<file path="config.mk">
export PLATFORM = sky130hd
export DESIGN_NAME = sliding_median_filter_top
export DESIGN_NICKNAME = d
export VERILOG_FILES = /design/src/rtl/smf_pkg.sv /design/src/rtl/smf_front.sv /design/src/rtl/smf_queue.sv /design/src/rtl/smf_back.sv /design/src/rtl/sliding_median_filter_top.sv
export SDC_FILE = /design/constraint.sdc
export NUM_CORES = 1
export LEC_CHECK = 0
export ABC_AREA = 1
export CAP_MARGIN = 25
export CORE_ASPECT_RATIO = 1.25
export CORE_UTILIZATION = 38
export DETAILED_ROUTE_END_ITERATION = 6
export DONT_BUFFER_PORTS = 1
export SLEW_MARGIN = 5
export SYNTH_ARGS = -nofsm -noshare
export SYNTH_HDL_FRONTEND = slang
export SYNTH_HIERARCHICAL = 1
export SYNTH_SLANG_ARGS = --single-unit
</file>
<file path="constraint.sdc">
create_clock -name clk -period 5.14 [get_ports clk]
set_clock_uncertainty 0.2 [all_clocks]
set_input_delay 0.257 -clock clk [delete_from_list [all_inputs] [get_ports clk]]
set_output_delay 0.257 -clock clk [all_outputs]
set_load 0.02 [all_outputs]
</file>
<file path="src/rtl/smf_pkg.sv">
`default_nettype none
package smf_pkg;

  localparam int WINDOW   = 5;
  localparam int SAMPLE_W = 16;
  localparam int RANK_W   = $clog2(WINDOW);

  // ranks of the two middle elements; equal for an odd window
  localparam int KHI = WINDOW / 2;
  localparam int KLO = (WINDOW % 2 == 1) ? WINDOW / 2 : WINDOW / 2 - 1;

  localparam int QDEPTH  = 2;
  localparam int QPTR_W  = $clog2(QDEPTH);
  localparam int QCNT_W  = $clog2(QDEPTH + 1);
  // queue entries plus the three back-end stages
  localparam int MAX_INFLIGHT = QDEPTH + 3;

  typedef logic signed [SAMPLE_W-1:0] sample_t;
  typedef sample_t [WINDOW-1:0]       win_t;
  typedef logic [WINDOW-1:0]          cmp_row_t;
  typedef cmp_row_t [WINDOW-1:0]      cmp_mat_t;

  typedef struct packed {
    logic valid;
    win_t win;
  } win_beat_t;

endpackage
`default_nettype wire

</file>
<file path="src/rtl/smf_front.sv">
`default_nettype none
module smf_front (
  input  wire logic            clk,
  input  wire logic            rst_n,
  input  wire logic            in_valid,
  output logic                 in_ready,
  input  wire smf_pkg::sample_t in_sample,
  output smf_pkg::win_beat_t   push,
  input  wire logic            push_ready
);
  import smf_pkg::*;

  win_t win_r, win_nxt;
  logic take;

  assign in_ready = push_ready;
  assign take     = in_valid && push_ready;

  // newest sample sits at entry 0
  assign win_nxt = {win_r[WINDOW-2:0], in_sample};

  always_ff @(posedge clk) begin
    if (!rst_n) begin
      win_r <= '0;
    end else if (take) begin
      win_r <= win_nxt;
    end
  end

  assign push.valid = take;
  assign push.win   = win_nxt;

endmodule
`default_nettype wire

</file>
<file path="src/rtl/smf_queue.sv">
`default_nettype none
module smf_queue (
  input  wire logic             clk,
  input  wire logic             rst_n,
  input  wire smf_pkg::win_beat_t push,
  output logic                  push_ready,
  output smf_pkg::win_beat_t    head,
  input  wire logic             pop
);
  import smf_pkg::*;

  win_t              mem_r [QDEPTH];
  logic [QPTR_W-1:0] wr_ptr_r, rd_ptr_r;
  logic [QCNT_W-1:0] cnt_r, cnt_nxt;
  logic              do_push, do_pop;

  assign push_ready = (cnt_r != QCNT_W'(QDEPTH));
  assign do_push    = push.valid && push_ready;
  assign do_pop     = pop && (cnt_r != '0);

  assign head.valid = (cnt_r != '0);
  assign head.win   = mem_r[rd_ptr_r];

  always_comb begin
    cnt_nxt = cnt_r;
    if (do_push && !do_pop) begin
      cnt_nxt = cnt_r + 1'b1;
    end else if (do_pop && !do_push) begin
      cnt_nxt = cnt_r - 1'b1;
    end
  end

  always_ff @(posedge clk) begin
    if (!rst_n) begin
      wr_ptr_r <= '0;
      rd_ptr_r <= '0;
      cnt_r    <= '0;
    end else begin
      cnt_r <= cnt_nxt;
      if (do_push) begin
        wr_ptr_r <= (wr_ptr_r == QPTR_W'(QDEPTH - 1)) ? '0 : wr_ptr_r + 1'b1;
      end
      if (do_pop) begin
        rd_ptr_r <= (rd_ptr_r == QPTR_W'(QDEPTH - 1)) ? '0 : rd_ptr_r + 1'b1;
      end
    end
  end

  always_ff @(posedge clk) begin
    if (do_push) begin
      mem_r[wr_ptr_r] <= push.win;
    end
  end

endmodule
`default_nettype wire

</file>
<file path="src/rtl/smf_back.sv">
`default_nettype none
module smf_back (
  input  wire logic             clk,
  input  wire logic             rst_n,
  input  wire smf_pkg::win_beat_t head,
  output logic                  pop,
  output logic                  out_valid,
  input  wire logic             out_ready,
  output smf_pkg::sample_t      out_median
);
  import smf_pkg::*;

  localparam logic [RANK_W-1:0] KLO_R = RANK_W'(KLO);
  localparam logic [RANK_W-1:0] KHI_R = RANK_W'(KHI);

  // stage 1: pairwise order matrix
  logic     v1_r;
  win_t     win1_r;
  cmp_mat_t cmp1_r, cmp_nxt;
  // stage 2: the two middle values
  logic     v2_r;
  sample_t  lo2_r, hi2_r, lo_nxt, hi_nxt;
  // stage 3: output register
  logic     v3_r;
  sample_t  med3_r;
  logic signed [SAMPLE_W:0] sum;

  logic adv1, adv2, adv3;
  logic [RANK_W-1:0] rank [WINDOW];

  assign adv3 = !v3_r || out_ready;
  assign adv2 = !v2_r || adv3;
  assign adv1 = !v1_r || adv2;
  assign pop  = head.valid && adv1;

  // cmp[i][j]: element j sorts ahead of element i; ties broken by index
  always_comb begin
    for (int i = 0; i < WINDOW; i++) begin
      for (int j = 0; j < WINDOW; j++) begin
        if (j < i) begin
          cmp_nxt[i][j] = (head.win[j] <= head.win[i]);
        end else begin
          cmp_nxt[i][j] = (head.win[j] < head.win[i]);
        end
      end
    end
  end

  // ranks form a permutation, so exactly one element matches each
  always_comb begin
    lo_nxt = '0;
    hi_nxt = '0;
    for (int i = 0; i < WINDOW; i++) begin
      rank[i] = RANK_W'($countones(cmp1_r[i]));
      if (rank[i] == KLO_R) lo_nxt = lo_nxt | win1_r[i];
      if (rank[i] == KHI_R) hi_nxt = hi_nxt | win1_r[i];
    end
  end

  // floored mean; collapses to the middle value for an odd window
  assign sum = {lo2_r[SAMPLE_W-1], lo2_r} + {hi2_r[SAMPLE_W-1], hi2_r};

  always_ff @(posedge clk) begin
    if (!rst_n) begin
      v1_r <= 1'b0;
      v2_r <= 1'b0;
      v3_r <= 1'b0;
    end else begin
      if (adv1) v1_r <= head.valid;
      if (adv2) v2_r <= v1_r;
      if (adv3) v3_r <= v2_r;
    end
  end

  always_ff @(posedge clk) begin
    if (pop) begin
      win1_r <= head.win;
      cmp1_r <= cmp_nxt;
    end
    if (adv2 && v1_r) begin
      lo2_r <= lo_nxt;
      hi2_r <= hi_nxt;
    end
    if (adv3 && v2_r) begin
      med3_r <= sum[SAMPLE_W:1];
    end
  end

  assign out_valid  = v3_r;
  assign out_median = med3_r;

endmodule
`default_nettype wire

</file>
<file path="src/rtl/sliding_median_filter_top.sv">
// Sliding-window median filter. Each accepted sample enters a window of the
// WINDOW newest samples (zeros after reset) and yields one beat carrying the
// window median; for an even window, the floored mean of the two middle
// values. Sustained rate is one sample per cycle while the output is not
// stalled; each result passes through the queue and the registered back-end
// stages. The rate is set by the pairwise compare matrix of the back end. A
// two-entry queue sits between the window register and the back end, so up to
// five samples can be in flight before in_ready drops.
`default_nettype none
module sliding_median_filter_top (
  input  wire logic             clk,
  input  wire logic             rst_n,
  input  wire logic             in_valid,
  output logic                  in_ready,
  input  wire smf_pkg::sample_t in_sample,
  output logic                  out_valid,
  input  wire logic             out_ready,
  output smf_pkg::sample_t      out_median
);
  import smf_pkg::*;

  win_beat_t push, head;
  logic      push_ready, pop;

  smf_front u_front (
    .clk        (clk),
    .rst_n      (rst_n),
    .in_valid   (in_valid),
    .in_ready   (in_ready),
    .in_sample  (in_sample),
    .push       (push),
    .push_ready (push_ready)
  );

  smf_queue u_queue (
    .clk        (clk),
    .rst_n      (rst_n),
    .push       (push),
    .push_ready (push_ready),
    .head       (head),
    .pop        (pop)
  );

  smf_back u_back (
    .clk        (clk),
    .rst_n      (rst_n),
    .head       (head),
    .pop        (pop),
    .out_valid  (out_valid),
    .out_ready  (out_ready),
    .out_median (out_median)
  );

endmodule
`default_nettype wire

</file>
==> flow_metrics.tcl <==
set metrics [dict create \
    report.final.setup_viol 0 \
    clock_tree_from_tritoncts "built" \
    postCtsSetupBuffers 0 \
    synth.yosys.seq_area_share_pct 55.2 \
    clk_path_buf_depth 3 \
    synthesis.area_mm2 0.0185 \
    hold_end "u_queue/mem_r[0][5]" \
    place_inst 2259 \
    rsz0062_at_grt "false" \
    min_path_type "in2reg" \
    area_delta_synth_final_pct 10.8 \
    ir_drop_v 0.000265 \
    routed_wire_length_per_instance_um 16.4 \
    power_mw 14.5 \
    timing.critical_path.required_ns 5.20 \
    hold_path_depth 1 \
    yosysUniqueCellTypes 27 \
    power.static_leakage_nw 8.84 \
    worstRegToRegCells 9 \
    fp.dieArea_mm2 0.0496 \
    vias 11100 \
    yosys_register_bits 364 \
    grt_start_max_net_pins 89 \
    critical_path_end_type "flop" \
    num-nets-final 1874 \
    num_rows 90 \
    ys_warn_count 6 \
    share_of_cells_above_drive_strength_1_pct 11.7 \
    finalWeightedCongestion 0.891 \
    first_iter_violations 618 \
    place.port_buffers 0 \
    synth.net_count 1854 \
    post-synth-top-area-cell "sky130_fd_sc_hd__edfxtp_1" \
    antenna_cells 0 \
    antenna_violating_nets_post_route 0 \
    nFillCells 4616 \
    finalWirelength_um 38500 \
    syn-mean-instance-area_um2 11.2 \
    multi_input_area_mm2 0.00690 \
    layoutNonFillerInstCount 2350 \
    clkTransAtPathRegs_ns 0.06 \
    power_density_mw_per_mm2 705 \
    finalCritPeriodShare_pct 61.6 \
    grt_pass1_vias 11000 \
    ys_top_cells_by_area "sky130_fd_sc_hd__edfxtp_1 47%, sky130_fd_sc_hd__ha_1 12%, sky130_fd_sc_hd__dfxtp_1 7.8%" \
    drv.max_cap_violation_count 0 \
    avgViaCountPerCell 4.70 \
    coreArea_mm2 0.0482 \
    maxSlewViolCount 0 \
    antenna_found_initial 0 \
    synthCells 1658 \
    outcome "completed" \
    ff2ff_setup_slack_ns 1.97 \
    maxClockFrequency_ghz 0.316 \
    pre_cts_ws_ns 1.95 \
    final_global_route_overflow_total 0 \
    final-seq-area_mm2 0.0102 \
    maxSlewHeadroom_pct 41.5 \
    synthDominantCellAreaShare_pct 47.4 \
    initial_utilization_pct 38.4 \
    chipHeight_um 249 \
    post-route-drc-count 0 \
    drt_pass1_iterations 5 \
    reg_to_reg_endpoint "u_back/cmp1_r[1]" \
    worst_endpoint_data_arrival_time_ns 3.22 \
    grt_total_usage_pct 15.9 \
    layout_min_cycle_time_ns 3.17 \
    h_tree_level_count 2 \
    clkSinkCount 364 \
    die_width_um 199 \
    cts_made_buffers 38 \
    clkLatencyLatePin_ns 0.55 \
    cp_max_fo 22 \
    criticalPathCategory "reg2reg" \
    ioPinCount 38 \
    max_slew.worst_pin.slew_ns 0.877 \
    timing.final.ws_setup_ns 1.97 \
    clk_root_buffer_cell "sky130_fd_sc_hd__clkbuf_16" \
    dpl.hpwl_um 27500 \
    startpoint_type "flop" \
    hold_violations 0 \
    min_from "in_sample[5]" \
    grt_first_pass_wirelength_um 60700 \
]
-- cell usage in the layout (no fill, tap or decap), types with 4 or more instances in the layout --
master                            n
sky130_fd_sc_hd__nand2_1        320
sky130_fd_sc_hd__o221ai_2        10
sky130_fd_sc_hd__o21a_1          10
sky130_fd_sc_hd__bufinv_16        5
sky130_fd_sc_hd__clkinv_2         5
sky130_fd_sc_hd__o21ai_0         27
sky130_fd_sc_hd__clkbuf_16       38
sky130_fd_sc_hd__buf_4            9
sky130_fd_sc_hd__nand3_1         31
sky130_fd_sc_hd__dlygate4sd3_1   22
sky130_fd_sc_hd__nor2_1         176
sky130_fd_sc_hd__fa_1             5
sky130_fd_sc_hd__dfxtp_1         71
sky130_fd_sc_hd__a21oi_1        107
sky130_fd_sc_hd__inv_6            4
sky130_fd_sc_hd__o221ai_1         6
sky130_fd_sc_hd__ha_1           171
sky130_fd_sc_hd__clkbuf_1         5
sky130_fd_sc_hd__nor4_4           9
sky130_fd_sc_hd__mux2_4          80
sky130_fd_sc_hd__edfxtp_1       292
sky130_fd_sc_hd__nand2_2         18
sky130_fd_sc_hd__o21ai_1         10
sky130_fd_sc_hd__inv_1          244
-- area by class of cell --
cell class                 count  area share [%]
sequential                   364            49.8
clock inverter                22            1.40
clock buffer                  46            4.93
tap                          644            3.93
multi-input combinational    994            33.6
timing repair buffer          35            1.81
inverter                     245            4.49
-- Yosys cell counts (all sizes together) --
cell / instances
a21o: 1
a21oi: 108
buf: 55
dfxtp: 72
edfxtp: 292
fa: 5
ha: 171
inv: 245
mux2: 80
nand2: 339
nand3: 31
nand3b: 2
nand4: 2
nor2: 178
nor3b: 2
nor4: 10
o21a: 10
o21ai: 37
o221ai: 16
or3b: 2
-- power breakdown --
part	total (mW)	internal, mW	switching [mW]
Clock	2.85	1.68	1.17
Sequential	4.94	4.58	0.359
Combinational	6.68	2.44	4.24
-- layer usage --
layer	share of wire, %	track usage (%)	vias to the layer above
li1	-	-	5587
met1	46	21.2	5188
met2	48	26.4	216
met3	3.7	2.06	62
met4	2.7	5.34	0
met5	0	0	-
-- stage by stage --
| stage | hold WS, ns | setup TNS, ns | area, um2 | util [%] |
|---|---|---|---|---|
| after floorplan | 0.178 | -5.01 | 18500 | - |
| after global placement | 0.156 | 0 | 18900 | 39.3 |
| after detailed placement | 0.156 | 0 | 19000 | 39.3 |
| after CTS | 0.162 | 0 | 20500 | 42.5 |
| after global routing | 0.191 | 0 | 20500 | 42.5 |
| final | 0.189 | 0 | 20500 | 42.5 |
-- worst max-delay path by stage --
stage	from	endpoint	slack, ns	cells after the start
floorplan	u_queue/cnt_r[0]	u_queue/mem_r[0][0]	-0.03	9
detailed placement	flop	u_back/cmp1_r[1]	1.95	9
global placement	flop	u_back/cmp1_r[1]	1.98	9
CTS	flop	u_back/cmp1_r[1]	1.92	9
finish	flop	u_back/cmp1_r[1]	1.97	9
global route	flop	u_back/cmp1_r[1]	1.73	9
-- cell families after synthesis --
| kind of cell | Yosys count | synth area share (%) |
|---|---|---|
| buf+inv | 300 | 7.74 |
| fa+ha+maj | 176 | 12.1 |
| compound gates | 172 | 5.46 |
| mux | 80 | 6.49 |
| flops | 364 | 55.2 |
| simple gates | 566 | 13.0 |
-- sequential cells by signal, summed over array words and instances (netlist names), 2 cells and up, named ones only --
register and cells:
u_queue/cnt_r 2, u_front/push 64, u_back/out_median 16, u_back/cmp1_r 20
u_back/lo2_r 16, u_queue/mem_r 160, u_back/win1_r 80
-- worst max-delay path, cell delays in order (launching register included) --
cell                      delay (ns)
sky130_fd_sc_hd__dfxtp_4        0.61
sky130_fd_sc_hd__buf_4          0.40
sky130_fd_sc_hd__mux2_4         0.27
sky130_fd_sc_hd__inv_1          0.05
sky130_fd_sc_hd__ha_1           0.34
sky130_fd_sc_hd__nand2_1        0.09
sky130_fd_sc_hd__nor2_1         0.16
sky130_fd_sc_hd__nand4_1        0.22
sky130_fd_sc_hd__nor4_1         0.37
sky130_fd_sc_hd__nor2_1         0.15
-- repair_timing --
item,in CTS,in global routing
endpoints found under the hold margin,108,0
hold buffers,23,0
gates resized for setup,0,0
No activity file was read; power rests on OpenSTA's default activity.
